===== src/design/assert_macros.svh =====
// Shared assertion macros for the design.
`ifndef ASSERT_MACROS_SVH
`define ASSERT_MACROS_SVH

// Checks a property on every rising clock edge while out of reset.
`define ASSERT_CLK(lbl, prop) \
  lbl: assert property (@(posedge clk_i) disable iff (!rst_ni) (prop)) \
    else $error("assertion failed");

// Checks that a condition never holds while out of reset.
`define ASSERT_NEVER(lbl, cond) \
  lbl: assert property (@(posedge clk_i) disable iff (!rst_ni) !(cond)) \
    else $error("forbidden condition seen");

`endif


===== src/design/ftc_pkg.sv =====
package ftc_pkg;

  localparam int unsigned NumFramesDef = 64;
  localparam int unsigned VpageBitsDef = 20;
  localparam int unsigned OwnerBitsDef = 8;

  localparam int unsigned ReqW    = 3;
  localparam int unsigned FrameW  = 6;
  localparam int unsigned StatusW = 2;
  localparam int unsigned CountW  = 7;

  typedef enum logic [ReqW-1:0] {
    REQ_ALLOC  = 3'd0,
    REQ_PIN    = 3'd1,
    REQ_UNPIN  = 3'd2,
    REQ_FREE   = 3'd3,
    REQ_ACCESS = 3'd4
  } ftc_req_e;

  typedef enum logic [StatusW-1:0] {
    ST_OK       = 2'd0,
    ST_NO_EVICT = 2'd1,
    ST_RANGE    = 2'd2
  } ftc_status_e;

  // Per-frame flag word kept in the flag memory.
  typedef struct packed {
    logic used;
    logic pin;
    logic acc;
    logic dirty;
  } ftc_flags_t;

  localparam int unsigned FlagW = $bits(ftc_flags_t);

endpackage


===== src/design/frame_table_clock_replacer_core.sv =====
// Channel  | Handshake                   | Payload
// ---------+-----------------------------+--------------------------------------------
// request  | in_valid_i / in_stall_o     | req_type_i frame_i vpage_i owner_i write_access_i
// result   | out_valid_o / out_stall_i   | status_o frame_out_o was_pinned_o unmap_*_o
// config   | cfg_we_i                    | cfg_wdata_i (frame_count)
//
// After reset a clearing pass over every frame zeroes the flag memory; no item is
// taken then. An in-range pin, unpin, free or access updates its flags in S_OP,
// then S_OUT loads the output register. Allocate scans the managed frames one frame a
// cycle, then runs the clock sweep, each frame read in S_SW_ISSUE, then modified and
// written back in S_SW_EVAL. One item is worked at a time; a result that cannot move
// into a stalled output register holds the core in S_OUT and blocks new items.
module frame_table_clock_replacer_core
  import ftc_pkg::*;
#(
  parameter int unsigned NUM_FRAMES = ftc_pkg::NumFramesDef,
  parameter int unsigned VPAGE_BITS = ftc_pkg::VpageBitsDef,
  parameter int unsigned OWNER_BITS = ftc_pkg::OwnerBitsDef
) (
  input  logic                        clk_i,
  input  logic                        rst_ni,
  input  logic                        in_valid_i,
  output logic                        in_stall_o,
  input  logic [ftc_pkg::ReqW-1:0]    req_type_i,
  input  logic [ftc_pkg::FrameW-1:0]  frame_i,
  input  logic [VPAGE_BITS-1:0]       vpage_i,
  input  logic [OWNER_BITS-1:0]       owner_i,
  input  logic                        write_access_i,
  output logic                        out_valid_o,
  input  logic                        out_stall_i,
  output logic [ftc_pkg::StatusW-1:0] status_o,
  output logic [ftc_pkg::FrameW-1:0]  frame_out_o,
  output logic                        was_pinned_o,
  output logic                        unmap_valid_o,
  output logic [VPAGE_BITS-1:0]       unmap_vpage_o,
  output logic [OWNER_BITS-1:0]       unmap_owner_o,
  output logic                        unmap_dirty_o,
  input  logic                        cfg_we_i,
  input  logic [ftc_pkg::CountW-1:0]  cfg_wdata_i
);

  `include "assert_macros.svh"

  localparam int unsigned IW   = $clog2(NUM_FRAMES);
  localparam int unsigned CW0  = $clog2(NUM_FRAMES + 1);
  localparam int unsigned CMPW = (CW0 > CountW) ? CW0 : CountW;
  localparam int unsigned PW   = VPAGE_BITS + OWNER_BITS;

  localparam logic [2:0] S_CLR      = 3'd0;
  localparam logic [2:0] S_IDLE     = 3'd1;
  localparam logic [2:0] S_SCAN     = 3'd2;
  localparam logic [2:0] S_SW_ISSUE = 3'd3;
  localparam logic [2:0] S_SW_EVAL  = 3'd4;
  localparam logic [2:0] S_OP       = 3'd5;
  localparam logic [2:0] S_OUT      = 3'd6;

  logic [2:0]            state_q, state_d;
  logic [CountW-1:0]     count_q;
  logic [IW-1:0]         clr_q, clr_d;
  logic [IW-1:0]         idx_q, idx_d;
  logic [IW-1:0]         hand_q, hand_d;
  logic                  evict_q, evict_d;
  logic [ReqW-1:0]       req_q, req_d;
  logic                  wr_q, wr_d;
  logic [VPAGE_BITS-1:0] vpage_q, vpage_d;
  logic [OWNER_BITS-1:0] owner_q, owner_d;

  logic [StatusW-1:0]    res_status_q, res_status_d;
  logic [FrameW-1:0]     res_frame_q, res_frame_d;
  logic                  res_pin_q, res_pin_d;
  logic                  res_uv_q, res_uv_d;
  logic [VPAGE_BITS-1:0] res_vpage_q, res_vpage_d;
  logic [OWNER_BITS-1:0] res_owner_q, res_owner_d;
  logic                  res_dirty_q, res_dirty_d;
  logic                  out_valid_q;

  logic                  flag_we, pay_we;
  logic [IW-1:0]         flag_waddr, raddr;
  ftc_flags_t            flag_wdata, fl;
  logic [FlagW-1:0]      flag_rdata;
  logic [PW-1:0]         pay_rdata;

  logic [CMPW-1:0]       cnt, last, idx_ext, next_ext, hand_ext, f_ext;
  logic [IW-1:0]         next_idx, hand_start;
  logic                  accept, out_load;

  assign fl = ftc_flags_t'(flag_rdata);

  always_comb begin
    cnt = {{(CMPW-CountW){1'b0}}, count_q};
    if (count_q == '0) begin
      cnt = CMPW'(1);
    end else if (cnt > CMPW'(NUM_FRAMES)) begin
      cnt = CMPW'(NUM_FRAMES);
    end
  end

  assign last       = cnt - CMPW'(1);
  assign idx_ext    = {{(CMPW-IW){1'b0}}, idx_q};
  assign next_ext   = idx_ext + CMPW'(1);
  assign next_idx   = (next_ext >= cnt) ? '0 : next_ext[IW-1:0];
  assign hand_ext   = {{(CMPW-IW){1'b0}}, hand_q};
  assign hand_start = (hand_ext >= cnt) ? '0 : hand_q;
  assign f_ext      = {{(CMPW-FrameW){1'b0}}, frame_i};

  assign in_stall_o = (state_q != S_IDLE);
  assign accept     = in_valid_i && !in_stall_o;
  assign out_load   = (state_q == S_OUT) && (!out_valid_q || !out_stall_i);

  always_comb begin
    state_d      = state_q;
    clr_d        = clr_q;
    idx_d        = idx_q;
    hand_d       = hand_q;
    evict_d      = evict_q;
    req_d        = req_q;
    wr_d         = wr_q;
    vpage_d      = vpage_q;
    owner_d      = owner_q;
    res_status_d = res_status_q;
    res_frame_d  = res_frame_q;
    res_pin_d    = res_pin_q;
    res_uv_d     = res_uv_q;
    res_vpage_d  = res_vpage_q;
    res_owner_d  = res_owner_q;
    res_dirty_d  = res_dirty_q;
    flag_we      = 1'b0;
    flag_waddr   = idx_q;
    flag_wdata   = fl;
    pay_we       = 1'b0;
    raddr        = idx_q;

    case (state_q)
      S_CLR: begin
        flag_we    = 1'b1;
        flag_waddr = clr_q;
        flag_wdata = '0;
        clr_d      = clr_q + IW'(1);
        if (clr_q == IW'(NUM_FRAMES - 1)) begin
          state_d = S_IDLE;
        end
      end
      S_IDLE: begin
        if (accept) begin
          req_d        = req_type_i;
          wr_d         = write_access_i;
          vpage_d      = vpage_i;
          owner_d      = owner_i;
          evict_d      = 1'b0;
          res_status_d = ST_OK;
          res_frame_d  = '0;
          res_pin_d    = 1'b0;
          res_uv_d     = 1'b0;
          res_vpage_d  = '0;
          res_owner_d  = '0;
          res_dirty_d  = 1'b0;
          if (req_type_i == REQ_ALLOC) begin
            idx_d   = '0;
            raddr   = '0;
            state_d = S_SCAN;
          end else if (req_type_i == REQ_PIN || req_type_i == REQ_UNPIN ||
                       req_type_i == REQ_FREE || req_type_i == REQ_ACCESS) begin
            if (f_ext >= cnt) begin
              res_status_d = ST_RANGE;
              state_d      = S_OUT;
            end else begin
              idx_d   = f_ext[IW-1:0];
              raddr   = f_ext[IW-1:0];
              state_d = S_OP;
            end
          end else begin
            state_d = S_OUT;
          end
        end
      end
      S_SCAN: begin
        // Reads run one frame ahead of the frame being checked.
        raddr = next_ext[IW-1:0];
        if (!fl.used) begin
          flag_we     = 1'b1;
          flag_wdata  = '{used: 1'b1, pin: fl.pin, acc: 1'b0, dirty: 1'b0};
          pay_we      = 1'b1;
          res_frame_d = idx_ext[FrameW-1:0];
          state_d     = S_OUT;
        end else if (idx_ext == last) begin
          if (!(evict_q || !fl.pin)) begin
            res_status_d = ST_NO_EVICT;
            state_d      = S_OUT;
          end else begin
            idx_d   = hand_start;
            state_d = S_SW_ISSUE;
          end
        end else begin
          evict_d = evict_q || !fl.pin;
          idx_d   = next_ext[IW-1:0];
        end
      end
      S_SW_ISSUE: begin
        state_d = S_SW_EVAL;
      end
      S_SW_EVAL: begin
        idx_d   = next_idx;
        state_d = S_SW_ISSUE;
        if (fl.used && !fl.pin) begin
          flag_we = 1'b1;
          if (fl.acc) begin
            flag_wdata.acc = 1'b0;
          end else begin
            flag_wdata  = '{used: 1'b1, pin: fl.pin, acc: 1'b0, dirty: 1'b0};
            pay_we      = 1'b1;
            res_uv_d    = 1'b1;
            res_vpage_d = pay_rdata[PW-1:OWNER_BITS];
            res_owner_d = pay_rdata[OWNER_BITS-1:0];
            res_dirty_d = fl.dirty;
            res_frame_d = idx_ext[FrameW-1:0];
            hand_d      = next_idx;
            state_d     = S_OUT;
          end
        end
      end
      S_OP: begin
        state_d = S_OUT;
        case (req_q)
          REQ_PIN: begin
            res_pin_d      = fl.pin;
            flag_we        = 1'b1;
            flag_wdata.pin = 1'b1;
          end
          REQ_UNPIN: begin
            flag_we        = 1'b1;
            flag_wdata.pin = 1'b0;
          end
          REQ_FREE: begin
            if (fl.used) begin
              flag_we     = 1'b1;
              flag_wdata  = '{used: 1'b0, pin: fl.pin, acc: 1'b0, dirty: 1'b0};
              res_uv_d    = 1'b1;
              res_vpage_d = pay_rdata[PW-1:OWNER_BITS];
              res_owner_d = pay_rdata[OWNER_BITS-1:0];
            end
          end
          REQ_ACCESS: begin
            if (fl.used) begin
              flag_we          = 1'b1;
              flag_wdata.acc   = 1'b1;
              flag_wdata.dirty = fl.dirty || wr_q;
            end
          end
          default: begin
          end
        endcase
      end
      S_OUT: begin
        if (out_load) begin
          state_d = S_IDLE;
        end
      end
      default: begin
        state_d = S_IDLE;
      end
    endcase
  end

  ftc_ram #(.Width(FlagW), .Depth(NUM_FRAMES)) u_flag_ram (
    .clk_i   (clk_i),
    .we_i    (flag_we),
    .waddr_i (flag_waddr),
    .wdata_i (flag_wdata),
    .raddr_i (raddr),
    .rdata_o (flag_rdata)
  );

  ftc_ram #(.Width(PW), .Depth(NUM_FRAMES)) u_pay_ram (
    .clk_i   (clk_i),
    .we_i    (pay_we),
    .waddr_i (idx_q),
    .wdata_i ({vpage_q, owner_q}),
    .raddr_i (raddr),
    .rdata_o (pay_rdata)
  );

  always_ff @(posedge clk_i or negedge rst_ni) begin
    if (!rst_ni) begin
      state_q     <= S_CLR;
      clr_q       <= '0;
      hand_q      <= '0;
      count_q     <= CountW'(64);
      out_valid_q <= 1'b0;
    end else begin
      state_q <= state_d;
      clr_q   <= clr_d;
      hand_q  <= hand_d;
      if (cfg_we_i) begin
        count_q <= cfg_wdata_i;
      end
      if (out_load) begin
        out_valid_q <= 1'b1;
      end else if (!out_stall_i) begin
        out_valid_q <= 1'b0;
      end
    end
  end

  always_ff @(posedge clk_i) begin
    idx_q        <= idx_d;
    evict_q      <= evict_d;
    req_q        <= req_d;
    wr_q         <= wr_d;
    vpage_q      <= vpage_d;
    owner_q      <= owner_d;
    res_status_q <= res_status_d;
    res_frame_q  <= res_frame_d;
    res_pin_q    <= res_pin_d;
    res_uv_q     <= res_uv_d;
    res_vpage_q  <= res_vpage_d;
    res_owner_q  <= res_owner_d;
    res_dirty_q  <= res_dirty_d;
    if (out_load) begin
      status_o      <= res_status_q;
      frame_out_o   <= res_frame_q;
      was_pinned_o  <= res_pin_q;
      unmap_valid_o <= res_uv_q;
      unmap_vpage_o <= res_vpage_q;
      unmap_owner_o <= res_owner_q;
      unmap_dirty_o <= res_dirty_q;
    end
  end

  assign out_valid_o = out_valid_q;

  `ASSERT_CLK(a_evict_ends_sweep,
    (state_q == S_SW_EVAL && fl.used && !fl.pin && !fl.acc) |=> (state_q == S_OUT))
  `ASSERT_NEVER(a_scan_no_evict_unmap,
    (state_q == S_OUT && res_status_q == ST_NO_EVICT && res_uv_q))
  `ASSERT_CLK(a_result_held_until_idle,
    (state_q == S_OUT && !out_load) |=> (state_q == S_OUT && $stable(res_status_q)))

endmodule


===== src/design/ftc_ram.sv =====
module ftc_ram #(
  parameter int unsigned Width = 8,
  parameter int unsigned Depth = 64
) (
  input  logic                     clk_i,
  input  logic                     we_i,
  input  logic [$clog2(Depth)-1:0] waddr_i,
  input  logic [Width-1:0]         wdata_i,
  input  logic [$clog2(Depth)-1:0] raddr_i,
  output logic [Width-1:0]         rdata_o
);

  logic [Width-1:0] mem_q [Depth];
  logic [Width-1:0] rdata_q;

  always_ff @(posedge clk_i) begin
    if (we_i) begin
      mem_q[waddr_i] <= wdata_i;
    end
    rdata_q <= mem_q[raddr_i];
  end

  assign rdata_o = rdata_q;

endmodule


===== config.mk =====
export PLATFORM = sky130hd
export DESIGN_NAME = frame_table_clock_replacer_core
export DESIGN_NICKNAME = d
export VERILOG_FILES = /design/src/design/ftc_pkg.sv /design/src/design/frame_table_clock_replacer_core.sv /design/src/design/ftc_ram.sv
export VERILOG_INCLUDE_DIRS = /design/src /design/src/design
export SDC_FILE = /design/constraint.sdc
export NUM_CORES = 2
export LEC_CHECK = 0
export ABC_AREA = 1
export BUFFER_PORTS_ARGS = -buffer_cell sky130_fd_sc_hd__buf_2
export CAP_MARGIN = 40
export CELL_PAD_IN_SITES_DETAIL_PLACEMENT = 0
export CELL_PAD_IN_SITES_GLOBAL_PLACEMENT = 1
export CORE_ASPECT_RATIO = 1.5
export CORE_UTILIZATION = 27
export DETAILED_ROUTE_END_ITERATION = 16
export GPL_ROUTABILITY_DRIVEN = 0
export GPL_TIMING_DRIVEN = 0
export PLACE_DENSITY = 0.59
export REMOVE_ABC_BUFFERS = 1
export SKIP_CTS_REPAIR_TIMING = 1
export SLEW_MARGIN = 20
export SYNTH_ARGS = -nofsm -noshare
export SYNTH_HDL_FRONTEND = slang
export SYNTH_SLANG_ARGS = --single-unit

===== constraint.sdc =====
create_clock -name clk_i -period 4.7 [get_ports clk_i]
set_input_delay 0.94 -clock clk_i [delete_from_list [all_inputs] [get_ports clk_i]]
set_output_delay 0.94 -clock clk_i [all_outputs]
set_load 0.01 [all_outputs]

**Yosys cells after proc, flatten, opt, wreduce, memory -nomap -nowiden**

Memories as Yosys holds them, arrays and structs flattened. A register that Yosys moved wholly into a read port is not among the register bits.
Cells that the tools add are included.

- Register bits: 140
- Bits in writable memories: 2048
- Bits of input ports: 50
- Output and inout port bits: 41
- Memories kept: 2

- Add/sub/neg operators: 3
- $lt $le $gt $ge: 4
- Equal/unequal tests: 33
- Multiplexer cells: 89
- Bitwise gates (word level): 1
- Reduce and logical (&&, ||, !) cells: 33

Memories:

| memory | depth | bits a word | rd ports | clocked after memory_dff | write ports | RTL line | source |
|---|---|---|---|---|---|---|---|
| u_pay_ram.mem_q | 64 | 28 | 1 | 1 | 1 | ftc_ram.sv:13 | `logic [Width-1:0] mem_q [Depth];` |
| u_flag_ram.mem_q | 64 | 4 | 1 | 1 | 1 | ftc_ram.sv:13 |  |

Operator list:

| kind | number |
|---|---|
| $mux W20 | 5 |
| $mux W6 | 14 |
| $pmux W20 S3 | 1 |
| $mux W8 | 5 |
| $pmux W6 S3 | 2 |
| $mux W3 | 10 |
| $mux W2 | 12 |
| $pmux W8 S3 | 1 |
| $mux W1 | 23 |
| $pmux W3 S7 | 1 |
| $eq A3 B2 Y1 const B | 6 |
| $ne A2 B2 Y1 const B | 9 |
| $pmux W4 S4 | 1 |
| $eq A3 B3 Y1 const B | 5 |
| $ge A6 B7 Y1 | 2 |
| $mux W7 | 2 |
| $pmux W6 S2 | 1 |
| $reduce_and A4 Y1 | 3 |
| $ne A2 B1 Y1 const B | 5 |
| $pmux W1 S2 | 5 |
| $reduce_and A5 Y1 | 2 |
| $eq A3 B1 Y1 const B | 3 |
| $reduce_and A3 Y1 | 3 |
| $pmux W2 S2 | 2 |
| other kinds (23) | 40 |

**Longest topological paths before layout**

- Word-level depth: 9
- Gate-level depth with buffers: 28
- Gate-level depth less buffers: 25

**Cells and area by module**

From an unflattened synthesis, not the netlist that was laid out.

- Cells, all modules: 7667
- Area total of the unflattened synthesis: 90371.7 µm²

By module, submodules not included:

| module | times used | cells an instance | area an instance (µm²) | seq. area each (µm²) |
|---|---|---|---|---|
| ftc_ram (u_pay_ram) | 1 | 6085 | 72898.7 | 54372.1 |
| ftc_ram (u_flag_ram) | 1 | 965 | 10911.7 | 7767.4 |
| frame_table_clock_replacer_core | 1 | 617 | 6561.3 | 4090.2 |

**Least setup slack after synthesis**

Ideal clock, no wire load.

- Path type: register to register
- Start point: register state_q[2]
- End point: memory u_flag_ram.mem_q[0][1] in the netlist's numbering (data pin)
- Data arrival time: 3.804 ns
- Data required time: 3.998 ns
- Slack: 0.194 ns
- Cell stages (with the launch flop): 7
- Clock period less this slack: 4.506 ns
- Path through: dfrtp_1 > nor3_1 > inv_1 > clkbuf_1 > nor2_1 > nor2_1 > o21ai_0

RTL lines:

| element | RTL line | source |
|---|---|---|
| start: declaration | frame_table_clock_replacer_core.sv:57 | `logic [2:0] state_q, state_d;` |
| start signal: assignment | frame_table_clock_replacer_core.sv:290 | `state_q <= state_d;` |
| end: declaration | ftc_ram.sv:13 |  |

**Final worst setup path**

- Start point: register count_q[4]
- End point: register u_pay_ram.rdata_q[6], in the netlist u_pay_ram.rdata_o[6] (read register of u_pay_ram.mem_q)

- Cells in the longest elaborated chain, start to end: 9
- Elaborated cells on any way between the ends: 10
- Classes of those cells: 2 x order compare; 7 x mux; 1 x reduce/logical

RTL lines:

| element | RTL line | source |
|---|---|---|
| start: declaration | frame_table_clock_replacer_core.sv:58 | `logic [CountW-1:0] count_q;` |
| start signal: assignment | frame_table_clock_replacer_core.sv:287 | `count_q <= CountW'(64);` |
| start signal: assignment | frame_table_clock_replacer_core.sv:294 | `count_q <= cfg_wdata_i;` |
| $gt A7 B7 Y1 | frame_table_clock_replacer_core.sv:93 | `end else if (cnt > CMPW'(NUM_FRAMES)) begin` |
| $mux W7 | frame_table_clock_replacer_core.sv:93 |  |
| $mux W7 (*) | frame_table_clock_replacer_core.sv:91 | `if (count_q == '0) begin` |
| $ge A6 B7 Y1 (*) | frame_table_clock_replacer_core.sv:163 | `if (f_ext >= cnt) begin` |
| $mux W6 (*) | frame_table_clock_replacer_core.sv:163 |  |
| $mux W6 (*) | frame_table_clock_replacer_core.sv:161 | `end else if (req_type_i == REQ_PIN \|\| req_type_i == REQ_UNPIN \|\|` |
| $mux W6 (*) | frame_table_clock_replacer_core.sv:157 | `if (req_type_i == REQ_ALLOC) begin` |
| $mux W6 (*) | n/a |  |
| $pmux W6 S2 (*) | frame_table_clock_replacer_core.sv:133 | `case (state_q)` |
| end: declaration | ftc_ram.sv:14 | `logic [Width-1:0] rdata_q;` |

Every way passes the cells marked *; elsewhere a longest branch is shown, timed or not.
A chain may end at the register's enable or synchronous reset.

==> summary.md <==
| Metric | Value |
|---|---|
| Status | complete, no violations |
| Port buffer count | 90 |
| Setup crit end kind | register |
| Crit-path max FO | 35 |
| Die H | roughly 700 um |
| Fin nets | around 7800 |
| Die Wd | around 470 um |
| Clock Sinks | around 2200 |
| Clk buf depth | 4 |
| Setup TNS | 0 ns |
| Flops & latches, synth | 2220 |
| Max-cap violations | 0 |
| Met1 GRT Util | a little over a fifth |
| Total grt overflow | 0 |
| Cells after synthesis | approximately 7500 |
| Synthesized area | about 91000 um2 |
| Setup violations, final | 0 |
| Leading area contributor after synthesis | edfxtp_1 |
| Worst Path Arrival | between 5 and 6 ns |
| Total GRT Usage | between 10% and 20% |
| Iter 0 DRT Violations | ~6500 |
| Worst-margin pin slew | slightly below 0.9 ns |
| Reg clk slew, reported paths | 0.07 ns |
| Share of the synthesized area in the top cell type | a little under three quarters |
| GR peak layer | met2 |
| FF-to-FF setup slack | 0.1 ns |
| Top FF cell, synth | edfxtp_1 |
| F_max | roughly 0.22 GHz |
| Worst r2r src | count_q[4] |
| CP endpoint | u_pay_ram.rdata_o[6] |
| HPWL Detailed | between 150000 and 200000 um |
| Row cnt | 260 |
| Core area | ~330000 um2 |
| Worst Setup Path Type | register to register |
| # IOs | 91 |
| Class of the worst hold path | input pin to async pin |
| Initial antenna violation count | 15 |
| Most frequent cells in the layout | nand3_1, edfxtp_1, nand2_1, clkbuf_16, buf_16 |
| Number of distinct library cells after synthesis | 46 |
| Number of synthesized flops with an enable pin | ~2200 |
| Die area | about 340000 um2 |
| DRT Pass-1 Iters | 6 |
| Root Driver | clkbuf_16 |
| Area grow syn2layout | 23.8% |
| Via density | roughly 5.1 |
| First-pass GRT wire length | 418000 um |
| Rel. slew slack | roughly 41% |
| RR Endpoint | u_pay_ram.rdata_o[6] |
| Post-synthesis sequential area ratio | roughly 73% |
| Slew Limit Fails | 0 |
| Layout cells sized above 1 | 13.6% |
| Worst setup startpoint | count_q[4] |
| Num CTS Buffers | 223 |
| Clock Skews | ~0.077 ns |
| Ranking of synthesized cells by area | edfxtp_1, nand3_1, nand2_1 |
| Wire per inst | 25.3 um |
| Worst path required time | 5.52 ns |
| H-tree levels | 4 |
| DRC viols | 0 |
| GR Util met2 | approximately 29% |
| Initial Utilization | between 20% and 30% |
| Crit path time final | about 4.6 ns |
| Mean post-synth cell area | 12.0 um2 |
| DRT Wirelength | 314000 um |
| GRT met3 Usage | 2.46% |
| Largest net degree at the start of global routing | roughly 140 |
| Fraction of registers with async set or reset after synthesis | about 1.0% |
| Final Hold Viols | 0 |
| Commonest non-fill, non-tap cell in the layout | nand3_1 |
| Period utilization | 97.9% |
| Synth warnings | 0 |
| Min Hold Slack | roughly 0.044 ns |
| Vias | about 63000 |
| Worst skew pair latency | approximately 0.9 ns |
| Vias in the first global route | approximately 60000 |
| Worst R2R Path Depth | 24 |
| CTS tree | built |
| Routed Antenna Nets | 0 |
| Worst setup SP type | register |
## registers in the layout, summed over array words and instances, names as in the netlist, 2 cells and up
signal,count
status_o,2
hand_q,6
req_q,3
state_q,3
vpage_q,20
unmap_owner_o,8
unmap_vpage_o,20
frame_out_o,6
u_flag_ram.mem_q,256
owner_q,8
res_vpage_q,20
u_flag_ram.rdata_o,4
count_q,7
clr_q,6
u_pay_ram.mem_q,1792
res_frame_q,6
res_owner_q,8
u_pay_ram.rdata_o,28
res_status_q,2
idx_q,6
## kinds of logic after synthesis
group | Yosys count | share of synthesized area, %
AND/OR/NAND/NOR | 4515 | 22.6
flip-flops | 2220 | 73.1
buffers and inverters | 658 | 3.22
AO/OA/AOI/OAI | 92 | 0.583
adder cells (fa/ha/maj) | 23 | 0.318
XOR/XNOR | 10 | 0.0967
multiplexers | 2 | 0.0249
## per-layer routing
| metal | wire, um | vias up |
|---|---|---|
| li1 | - | 27900 |
| met1 | 123000 | 32000 |
| met2 | 157000 | 2603 |
| met3 | 21300 | 553 |
| met4 | 12700 | 4 |
| met5 | 27 | - |
## worst max-delay path: stages, from the launching register on
cell	delay [ns]
dfrtp_2	0.44
nor2_4	0.12
nand4_1	0.12
buf_4	0.17
a21oi_4	0.19
ha_4	0.22
inv_1	0.04
nand2_1	0.04
nand2_1	0.05
nand2_1	0.05
nand2_2	0.08
nand2_2	0.09
nor2_4	0.18
nand2_2	0.10
a21oi_1	0.27
nand2_1	0.19
nand2_8	0.24
buf_16	0.31
clkinv_16	0.22
clkbuf_16	0.40
nand3_1	0.14
nand3_1	0.27
nand2_1	0.16
nand2_1	0.07
nand2_2	0.10
## layout make-up
class / instances / area (um2)
fill: 32400 / 222000
sequential: 2220 / 66200
multi-input combinational: 4648 / 22800
timing repair buffer: 563 / 10100
clock buffer: 277 / 5840
tap: 4454 / 5570
clock inverter: 119 / 1150
inverter: 113 / 507
timing repair inverter: 2 / 22.5
antenna: 4 / 10.0
## synthesized netlist by cell type (2+ instances only)
cell type	number
dfrtp_1	22
o21ai_0	46
o21a_1	5
o22ai_1	3
a21boi_0	2
nand2_2	2
nand4_1	22
clkinv_1	2
dfxtp_1	32
edfxtp_1	2165
xor2_1	8
inv_1	106
ha_1	23
a31oi_1	3
a211oi_1	2
nand3_1	2744
a21oi_1	21
nor2_8	2
buf_4	18
nor2_2	2
nor3_1	6
buf_1	72
buf_6	25
nand2_1	1549
nand2_4	2
inv_4	2
mux2_2	2
clkbuf_1	279
nor2_1	182
o31ai_1	2
buf_2	151
inv_2	3
xnor2_1	2
## worst min path at each step
stage,to,start
after floorplan,frame_out_o[0],res_frame_q[0]
after global placement,unmap_vpage_o[14],res_vpage_q[14]
after detailed placement,frame_out_o[1],res_frame_q[1]
after CTS,count_q[0],rst_ni
after global routing,count_q[0],rst_ni
final,count_q[0],rst_ni
## per-stage QoR
| stage | area [um2] | setup slack, ns | instances | utilization, % |
|---|---|---|---|---|
| after floorplan | 88100 | -51.89 | 6975 | - |
| after global placement | 94100 | -133.04 | 11500 | 28.2 |
| after detailed placement | 102000 | -2.69 | 11900 | 30.6 |
| after CTS | 109000 | -2.72 | 12300 | 32.7 |
| after global routing | 112000 | -0.0923 | 12400 | 33.6 |
| final | 112000 | 0.0993 | 12400 | 33.6 |
Power is left out: the tool's default activity adds up to more than one toggle a clock period on the data nets, which glitch-free logic cannot reach.
